$ cat config.mk
export PLATFORM = sky130hd
export DESIGN_NAME = positional_circular_list
export DESIGN_NICKNAME = d
export VERILOG_FILES = /design/src/pcl_pkg.sv /design/src/pcl_ram.sv /design/src/pcl_front.sv /design/src/pcl_back.sv /design/src/positional_circular_list.sv
export SDC_FILE = /design/constraint.sdc
export NUM_CORES = 1
export LEC_CHECK = 0
export BUFFER_PORTS_ARGS = -buffer_cell sky130_fd_sc_hd__clkbuf_2
export CAP_MARGIN = 20
export CORE_MARGIN = 4
export CORE_UTILIZATION = 60
export CTS_CLUSTER_DIAMETER = 150
export DETAILED_ROUTE_END_ITERATION = 10
export GPL_TIMING_DRIVEN = 0
export HOLD_SLACK_MARGIN = 0.08
export PLACE_DENSITY_LB_ADDON = 0.08
export REMOVE_ABC_BUFFERS = 1
export SYNTH_ARGS = -nofsm -noshare
export SYNTH_HDL_FRONTEND = slang
export SYNTH_SLANG_ARGS = --single-unit
$ cat constraint.sdc
create_clock -name clk -period 9.7 [get_ports clk]
set_input_delay 0.97 -clock clk [delete_from_list [all_inputs] [get_ports clk]]
set_output_delay 0.97 -clock clk [all_outputs]
set_load 0.01 [all_outputs]
$ cat src/pcl_pkg.sv
package pcl_pkg;

  localparam int DEF_CAPACITY   = 32;
  localparam int DEF_VALUE_BITS = 32;
  localparam int OUT_BITS       = 32;
  localparam int POS_BITS       = 6;
  localparam int LEN_BITS       = 6;

  // Request codes.
  localparam logic [2:0] REQ_READ     = 3'd0;
  localparam logic [2:0] REQ_COUNT    = 3'd1;
  localparam logic [2:0] REQ_INS_HEAD = 3'd2;
  localparam logic [2:0] REQ_INS_TAIL = 3'd3;
  localparam logic [2:0] REQ_INS_AT   = 3'd4;
  localparam logic [2:0] REQ_DEL_HEAD = 3'd5;
  localparam logic [2:0] REQ_DEL_TAIL = 3'd6;
  localparam logic [2:0] REQ_DEL_AT   = 3'd7;

  // Status codes.
  localparam logic [1:0] ST_OK    = 2'd0;
  localparam logic [1:0] ST_EMPTY = 2'd1;
  localparam logic [1:0] ST_FULL  = 2'd2;
  localparam logic [1:0] ST_RANGE = 2'd3;

  // Classified operation handed from front to back.
  localparam logic [1:0] OP_NONE = 2'd0;
  localparam logic [1:0] OP_READ = 2'd1;
  localparam logic [1:0] OP_INS  = 2'd2;
  localparam logic [1:0] OP_DEL  = 2'd3;

  typedef struct packed {
    logic [1:0]  op;
    logic [1:0]  status;
    logic        at_head;
    logic [31:0] value;
    logic [6:0]  index;
  } pcl_cmd_t;

endpackage

$ cat src/pcl_ram.sv
module pcl_ram #(
  parameter int WIDTH = 32,
  parameter int DEPTH = 32
) (
  input  logic                     clk,
  input  logic                     wr_en,
  input  logic [$clog2(DEPTH)-1:0] wr_addr,
  input  logic [WIDTH-1:0]         wr_data,
  input  logic [$clog2(DEPTH)-1:0] rd_addr,
  output logic [WIDTH-1:0]         rd_data
);

  logic [WIDTH-1:0] mem [DEPTH];

  // One write port, one registered read port.
  always_ff @(posedge clk) begin
    if (wr_en) begin
      mem[wr_addr] <= wr_data;
    end
    rd_data <= mem[rd_addr];
  end

endmodule

$ cat src/pcl_front.sv
module pcl_front import pcl_pkg::*; #(
  parameter int CAPACITY = DEF_CAPACITY
) (
  input  logic              clk,
  input  logic              rst,
  input  logic              in_valid,
  output logic              in_stall,
  input  logic [2:0]        req_type,
  input  logic [31:0]       item_value,
  input  logic [POS_BITS-1:0] position,
  output logic              cmd_valid,
  input  logic              cmd_stall,
  output pcl_cmd_t          cmd
);

  localparam int CW = $clog2(CAPACITY + 1);

  // The front keeps its own count, updated as each request is classified,
  // so the back only carries out checked work.
  logic [CW-1:0]    count;
  logic [CW-1:0]    count_next;
  logic [POS_BITS:0] pos_w;
  logic [POS_BITS:0] cnt_w;
  logic             full;
  logic             empty;
  pcl_cmd_t         c;

  // Two-entry queue toward the back.
  pcl_cmd_t q [2];
  logic [1:0] q_cnt;
  logic       push;
  logic       pop;
  logic       push_front;

  assign pos_w = {1'b0, position};
  assign cnt_w = (POS_BITS + 1)'(count);
  assign full  = (count == CW'(CAPACITY));
  assign empty = (count == '0);

  always_comb begin
    c.op      = OP_NONE;
    c.status  = ST_OK;
    c.at_head = 1'b0;
    c.value   = item_value;
    c.index   = '0;
    count_next = count;
    case (req_type)
      REQ_READ: begin
        c.op = empty ? OP_NONE : OP_READ;
        c.status = empty ? ST_EMPTY : ST_OK;
      end
      REQ_COUNT: begin
      end
      REQ_INS_HEAD, REQ_INS_TAIL, REQ_INS_AT: begin
        if (full) begin
          c.status = ST_FULL;
        end else if (req_type == REQ_INS_AT &&
                     (pos_w == '0 || pos_w > cnt_w + 1'b1)) begin
          c.status = ST_RANGE;
        end else begin
          c.op = OP_INS;
          c.at_head = (req_type == REQ_INS_HEAD);
          c.index = (req_type == REQ_INS_HEAD) ? '0 :
                    (req_type == REQ_INS_TAIL) ? 7'(count) : 7'(pos_w - 1'b1);
          if (req_type == REQ_INS_AT && pos_w == 1) begin
            c.at_head = 1'b1;
          end
          count_next = count + 1'b1;
        end
      end
      default: begin
        if (empty) begin
          c.status = ST_EMPTY;
        end else if (req_type == REQ_DEL_AT && (pos_w == '0 || pos_w > cnt_w)) begin
          c.status = ST_RANGE;
        end else begin
          c.op = OP_DEL;
          c.index = (req_type == REQ_DEL_HEAD) ? '0 :
                    (req_type == REQ_DEL_TAIL) ? 7'(count - 1'b1) : 7'(pos_w - 1'b1);
          c.at_head = (c.index == '0);
          count_next = count - 1'b1;
        end
      end
    endcase
  end

  assign in_stall   = (q_cnt == 2'd2);
  assign push       = in_valid && !in_stall;
  assign cmd_valid  = (q_cnt != 2'd0);
  assign pop        = cmd_valid && !cmd_stall;
  assign cmd        = q[0];
  assign push_front = push && (q_cnt == 2'd0 || (q_cnt == 2'd1 && pop));

  // Queue bookkeeping and the front count.
  always_ff @(posedge clk) begin
    if (rst) begin
      q_cnt <= '0;
      count <= '0;
    end else begin
      q_cnt <= q_cnt + {1'b0, push} - {1'b0, pop};
      if (push) begin
        count <= count_next;
      end
    end
  end

  // Queue payload.
  always_ff @(posedge clk) begin
    if (push_front) begin
      q[0] <= c;
    end else if (pop) begin
      q[0] <= q[1];
    end
    if (push && !push_front) begin
      q[1] <= c;
    end
  end

endmodule

$ cat src/pcl_back.sv
module pcl_back import pcl_pkg::*; #(
  parameter int CAPACITY   = DEF_CAPACITY,
  parameter int VALUE_BITS = DEF_VALUE_BITS
) (
  input  logic                clk,
  input  logic                rst,
  input  logic                cmd_valid,
  output logic                cmd_stall,
  input  pcl_cmd_t            cmd,
  output logic                out_valid,
  input  logic                out_stall,
  output logic signed [31:0]  out_value,
  output logic [LEN_BITS-1:0] list_length,
  output logic [1:0]          status,
  output logic                last
);

  localparam int AW = $clog2(CAPACITY);
  localparam int CW = $clog2(CAPACITY + 1);
  localparam logic [2:0] S_IDLE  = 3'd0;
  localparam logic [2:0] S_READ  = 3'd1;
  localparam logic [2:0] S_MOVE  = 3'd2;
  localparam logic [2:0] S_WRITE = 3'd3;
  localparam logic [2:0] S_EMIT  = 3'd4;

  logic [2:0]   state;
  logic [AW-1:0] head;
  logic [CW-1:0] count;
  pcl_cmd_t     cur;
  logic [CW-1:0] i;       // walk index
  logic         rd_pend;  // read data from the RAM is valid
  logic [CW-1:0] rd_idx;
  logic         wr_en;
  logic [AW-1:0] wr_addr;
  logic [VALUE_BITS-1:0] wr_data;
  logic [AW-1:0] rd_addr;
  logic [VALUE_BITS-1:0] rd_data;
  logic [CW-1:0] rd_log;
  logic [CW-1:0] wr_log;
  logic         out_free;
  logic         out_load;

  // Logical index to ring slot.
  function automatic logic [AW-1:0] slot(input logic [AW-1:0] h, input logic [CW-1:0] k);
    logic [CW:0] s;
    s = (CW + 1)'(h) + (CW + 1)'(k);
    if (s >= (CW + 1)'(CAPACITY)) begin
      s = s - (CW + 1)'(CAPACITY);
    end
    return s[AW-1:0];
  endfunction

  pcl_ram #(.WIDTH(VALUE_BITS), .DEPTH(CAPACITY)) u_ram (
    .clk(clk), .wr_en(wr_en), .wr_addr(wr_addr), .wr_data(wr_data),
    .rd_addr(rd_addr), .rd_data(rd_data)
  );

  assign out_free  = !out_valid || !out_stall;
  assign cmd_stall = (state != S_IDLE);
  assign out_load  = out_free && ((state == S_READ && rd_pend) || state == S_EMIT);

  // Read and write addresses of the current step.
  always_comb begin
    rd_log  = i;
    wr_log  = i;
    wr_en   = 1'b0;
    wr_data = rd_data;
    if (state == S_MOVE) begin
      if (cur.op == OP_INS) begin
        rd_log = i - 1'b1;           // shift up: slot(i) <- slot(i-1)
        wr_log = rd_idx + 1'b1;
      end else begin
        rd_log = i + 1'b1;           // shift down: slot(i) <- slot(i+1)
        wr_log = rd_idx - 1'b1;
      end
      wr_en = rd_pend;
    end else if (state == S_WRITE) begin
      wr_en   = 1'b1;
      wr_log  = CW'(cur.index);
      wr_data = VALUE_BITS'(signed'(cur.value));
    end
    rd_addr = slot(head, rd_log);
    wr_addr = slot(head, wr_log);
  end

  // Output valid: set when a result is loaded, cleared once it transfers.
  always_ff @(posedge clk) begin
    if (rst) begin
      out_valid <= 1'b0;
    end else if (out_load) begin
      out_valid <= 1'b1;
    end else if (!out_stall) begin
      out_valid <= 1'b0;
    end
  end

  // Sequencer.
  always_ff @(posedge clk) begin
    if (rst) begin
      state     <= S_IDLE;
      head      <= '0;
      count     <= '0;
      rd_pend   <= 1'b0;
    end else begin
      case (state)
        S_IDLE: begin
          rd_pend <= 1'b0;
          if (cmd_valid) begin
            cur <= cmd;
            case (cmd.op)
              OP_READ: begin
                i <= '0;
                state <= S_READ;
              end
              OP_INS: begin
                if (cmd.at_head) begin
                  head <= (head == '0) ? AW'(CAPACITY - 1) : head - 1'b1;
                  state <= S_WRITE;
                end else begin
                  i <= count;
                  state <= (CW'(cmd.index) == count) ? S_WRITE : S_MOVE;
                end
              end
              OP_DEL: begin
                if (cmd.at_head) begin
                  head <= (head == AW'(CAPACITY - 1)) ? '0 : head + 1'b1;
                  count <= count - 1'b1;
                  state <= S_EMIT;
                end else begin
                  i <= CW'(cmd.index);
                  state <= S_MOVE;
                end
              end
              default: begin
                state <= S_EMIT;
              end
            endcase
          end
        end
        // Walk read-out: read slot i from the registered RAM, then load it into the output once the output is free.
        S_READ: begin
          if (!rd_pend) begin
            rd_pend <= 1'b1;
          end else if (out_free) begin
            out_value   <= 32'(signed'(rd_data));
            list_length <= LEN_BITS'(count);
            status      <= ST_OK;
            last        <= (i + 1'b1 == count);
            rd_pend     <= 1'b0;
            if (i + 1'b1 == count) begin
              state <= S_IDLE;
            end else begin
              i <= i + 1'b1;
            end
          end
        end
        // Shift one entry per read; the write lands when data returns.
        S_MOVE: begin
          rd_idx <= rd_log;
          if (cur.op == OP_INS) begin
            if (i > CW'(cur.index)) begin
              rd_pend <= 1'b1;
              i <= i - 1'b1;
            end else begin
              rd_pend <= 1'b0;
              if (!rd_pend) begin
                state <= S_WRITE;
              end
            end
          end else begin
            if (i + 1'b1 < count) begin
              rd_pend <= 1'b1;
              i <= i + 1'b1;
            end else begin
              rd_pend <= 1'b0;
              if (!rd_pend) begin
                count <= count - 1'b1;
                state <= S_EMIT;
              end
            end
          end
        end
        S_WRITE: begin
          count <= count + 1'b1;
          state <= S_EMIT;
        end
        // Single status transfer.
        S_EMIT: begin
          if (out_free) begin
            out_value   <= '0;
            list_length <= LEN_BITS'(count);
            status      <= cur.status;
            last        <= 1'b1;
            state       <= S_IDLE;
          end
        end
        default: state <= S_IDLE;
      endcase
    end
  end

endmodule

$ cat src/positional_circular_list.sv
// Positional circular list: an ordered list of up to CAPACITY signed values
// held in a ring buffer memory.
// Input channel: in_valid / in_stall with req_type, item_value, position.
// Output channel: out_valid / out_stall with out_value, list_length, status
// and last. A read-out gives one transfer per element, the final one marked
// by last; every other request gives one transfer.
// A front stage checks each request against its own running count and
// pushes a command into a two-entry queue; the back sequencer carries it out
// on a single-port-write, registered-read RAM.
// A positional insert or delete shifts the entries after the position one
// at a time through the registered RAM read before its result; a head
// insert, a tail insert, a head delete or a tail delete moves no entries. A
// read-out reads each element from the registered RAM before presenting it.
// Reset empties the list at once; no clearing pass is needed.
// While the receiver stalls, the held transfer stays put and the sequencer
// waits; the queue then fills and in_stall rises.
module positional_circular_list import pcl_pkg::*; #(
  parameter int CAPACITY   = DEF_CAPACITY,
  parameter int VALUE_BITS = DEF_VALUE_BITS
) (
  input  logic                clk,
  input  logic                rst,
  input  logic                in_valid,
  output logic                in_stall,
  input  logic [2:0]          req_type,
  input  logic signed [31:0]  item_value,
  input  logic [POS_BITS-1:0] position,
  output logic                out_valid,
  input  logic                out_stall,
  output logic signed [31:0]  out_value,
  output logic [LEN_BITS-1:0] list_length,
  output logic [1:0]          status,
  output logic                last
);

  pcl_cmd_t cmd;
  logic     cmd_valid;
  logic     cmd_stall;

  pcl_front #(.CAPACITY(CAPACITY)) u_front (
    .clk(clk), .rst(rst), .in_valid(in_valid), .in_stall(in_stall),
    .req_type(req_type), .item_value(item_value), .position(position),
    .cmd_valid(cmd_valid), .cmd_stall(cmd_stall), .cmd(cmd)
  );

  pcl_back #(.CAPACITY(CAPACITY), .VALUE_BITS(VALUE_BITS)) u_back (
    .clk(clk), .rst(rst), .cmd_valid(cmd_valid), .cmd_stall(cmd_stall),
    .cmd(cmd), .out_valid(out_valid), .out_stall(out_stall),
    .out_value(out_value), .list_length(list_length), .status(status),
    .last(last)
  );

  // The reported length never exceeds the capacity.
  a_len: assert property (@(posedge clk) disable iff (rst)
    out_valid |-> (list_length <= LEN_BITS'(CAPACITY)))
    else $error("list length beyond capacity");

  // A stalled result holds.
  a_hold: assert property (@(posedge clk) disable iff (rst)
    out_valid && out_stall |=> out_valid && $stable(status) && $stable(last))
    else $error("stalled result changed");

  // Results with a failing status carry a zero value.
  a_zero: assert property (@(posedge clk) disable iff (rst)
    out_valid && status != ST_OK |-> out_value == '0)
    else $error("status result with nonzero value");

endmodule
==> reports/metrics.cfg <==
[global_route]
grt_antenna_before_repair = 1
grt_start_max_net_pins = 48
globalRoute.totalOverflow = 0
grtUsageTotal = 0.274
grt_pass1_vias = 25700
first_pass_grt_wire_length_mm = 176

[worst_setup_path]
worst-setup-path-type = reg -> reg
worstPathArrival_ns = 6.31
worst-path-max-fanout = 11
r2r_cells = 17
timing.rr.start = u_back.cur[42]
setup.worst_path.start = u_back.cur[42]
critical_path.endpoint_type = flip-flop
worst-endpoint-required_ns = 10.08
kind_of_launch_point_of_the_worst_setup_path = flip-flop

[clock_tree]
clk_pin_slew_ns = 0.06
h_tree_lvl_count = 3
cts_tree = done
cts_resized = 0
cts_inserted_buffers = 120
ctsHoldBuffers = 0
cts_max_path_bufs = 3
cts_root_buf = clkbuf_16
worstSkewPairLatency_ns = 0.70
cts_setup_buffers = 0
cts_sinks = 1260

[place]
gp_congestion = 0.864
port_buffers = 87
detailed_place_hpwl_mm = 81.5
worst_setup_timing_slack_at_the_placement_stage_ns = 3.97
dp_cells = 3660

[detailed_routing]
route.detailed.wl_per_inst_um = 30.9
ant_nets = 0
via_count = 25500
final_routed_drc_violation_total = 0
drt_iter0_markers = 3323
wl_mm = 120
via_per_inst = 6.55
detailedRoute.firstPassIterationCount = 5

[yosys]
synth-async-reset-ratio = 0
synth_edf_count = 1204
area_share_of_the_largest_cell_type_after_synthesis = 0.718
ys.warnings.count = 0
synth.largest_area_cell = edfxtp_1
yosys_register_bits = 1260
sequential_cell_area_fraction_in_the_yosys_report = 0.741
synth_common_cells = edfxtp_1 (1204), mux4_2 (320), mux2_2 (104), ha_1 (58), a21oi_1 (57)
yosys_cell_types = 80
yosysMostFrequentCell = edfxtp_1
synthCells = 2404
post_synth_main_area_contributors = edfxtp_1 (72%), mux4_2 (14%), mux2_2 (2.3%)
cell_area_after_synthesis_sq_um = 50300
ys.flop_type = edfxtp_1
synth.avg_cell_area_sq_um = 20.9

[sta]
worst_clock_skew_ns = 0.0305
post-route-min-period_ns = 5.93
fmax_mhz = 169
rsz_0062_raised_after_global_routing = false
max_slew_violation_total_from_the_final_report = 0
slew_headroom = 0.187
worstMarginPinSlew_ns = 1.21
period_share = 0.611
final_hold_violation_count = 0
final_critical_path_setup_slack_ns = 3.77
setup_viol = 0

[hold_path]
hold_path_class = reg -> reg
worst_hold_start = u_front.q[0][25]
whs_path_depth = 0

[power]
design_power_total_uw = 20400
power_per_cell_area_nw_per_um2 = 350
worst_ir_drop_vdd_mv = 0.278
p_leak_uw = 0.0193

[floorplanning]
die_h_um = 298
core_region_area_sq_um = 82600
design.die.area_sq_um = 88600
initial_core_util = 0.609
fp.dieW_um = 298
fp-row-count = 105
top_level_ports = 88

[run]
drv.max_cap_violation_count = 0

[cells_and_area]
syn_to_final_growth_pct = 16.0
post_layout_nonfiller_instances = 3888
final_nets = 2821
final_core_util = 0.706
drive_gt1_frac = 0.341

[run_status]
status = finished, final reports clean

==> cell usage in the layout (no fill, tap or decap), types with 7 or more instances in the layout <==
cell type / n
dfxtp_1: 56
xor2_1: 14
nor2_1: 55
a22oi_1: 8
clkinv_2: 28
inv_1: 39
nor2b_1: 13
buf_6: 158
buf_4: 11
buf_8: 19
mux2_2: 104
nor3_2: 33
a31oi_1: 9
clkbuf_16: 121
clkbuf_1: 28
clkbuf_2: 87
buf_16: 16
xnor2_1: 35
mux4_2: 320
nor3_1: 10
nand3_1: 20
nand2_1: 41
or3_1: 8
a21o_1: 14
ha_1: 57
clkbuf_8: 12
and2_1: 34
buf_12: 10
o31ai_1: 10
nand4_1: 7
clkinv_1: 21
a21oi_1: 57
o21ai_0: 24
o22ai_1: 9
edfxtp_1: 1204
==> registers in the layout, indices dropped and copies added, names as in the netlist <==
name / cells
u_back.u_ram.rd_data: 32
u_back.state: 3
u_back.out_valid: 1
u_back.last: 1
u_front.q_cnt: 2
u_front.count: 6
u_back.list_length: 6
u_back.cur: 42
u_back.out_value: 32
u_back.head: 5
u_back.i: 6
u_back.rd_idx: 5
u_back.count: 6
u_back.u_ram.mem: 1024
u_back.status: 2
u_front.q: 86
u_back.rd_pend: 1
==> path summary, 6_finish.rpt <==
path / slack, ns / endpoint
min reg2reg: 0.42 / u_back.cur[25]
max: 3.77 / u_back.u_ram.mem[4][16]
max reg2reg: 3.77 / u_back.u_ram.mem[4][16]
min: 0.42 / u_back.cur[25]
==> critical path, stage by stage, from the launching register on <==
cell and delay, ns:
edfxtp_1 0.35, nor2b_1 0.69, inv_2 0.29, ha_1 0.37, a21o_1 0.16, a21oi_1 0.19, xor2_1 0.24, nor2_1 0.06
a21oi_1 0.13, o21ai_0 0.14, ha_1 0.41, a21oi_1 0.10, xnor2_1 0.33, xor2_1 0.35, buf_4 0.32, nor3_2 0.98
buf_6 0.29, buf_6 0.19
==> through the flow <==
| stage | TNS (ns) | area [sq um] | hold WS [ns] |
|---|---|---|---|
| detailed placement | 0 | 54600 | 0.405 |
| finish | 0 | 58400 | 0.417 |
| CTS | 0 | 58300 | 0.419 |
| floorplan | -82.94 | 49800 | 0.400 |
| global placement | -996.23 | 51500 | 0.403 |
| global route | 0 | 58400 | 0.425 |
==> cell families (layout without fill, tap and decap cells) <==
logic type / after synthesis / count (layout) / share of synthesized area
muxes: 430 / 430 / 0.168
DFF: 1260 / 1260 / 0.741
buffers and inverters: 155 / 568 / 0.0143
and+or+nand+nor: 258 / 258 / 0.0267
adders and majority gates: 64 / 64 / 0.0166
other: 0 / 1 / 0
xor gates and xnor gates: 53 / 53 / 0.00952
AOI/OAI and AO/OA: 184 / 184 / 0.0245
==> report_power, final <==
part,switching (uW),internal [uW]
clock,1970,2480
combinational,4260,4230
sequential,262,7230
total,6490,13900
==> cell type report <==
| type | count | area [sq um] |
|---|---|---|
| fill | 4852 | 24300 |
| timing repair buffer | 302 | 3240 |
| inverter | 40 | 150 |
| clock inverter | 66 | 473 |
| tap | 1070 | 1340 |
| antenna | 1 | 2.50 |
| multi-input combinational | 989 | 12600 |
| sequential | 1260 | 37300 |
| clock buffer | 160 | 3280 |
==> routing by layer <==
metal / vias to the layer above / routed length, um / track usage
met1: 13400 / 47500 / 0.390
li1: 10600 / - / -
met4: 0 / 3020 / 0.0657
met5: - / 0 / 0
met3: 203 / 9140 / 0.0458
met2: 1235 / 60600 / 0.453
No activity file was read; power rests on OpenSTA's default activity.
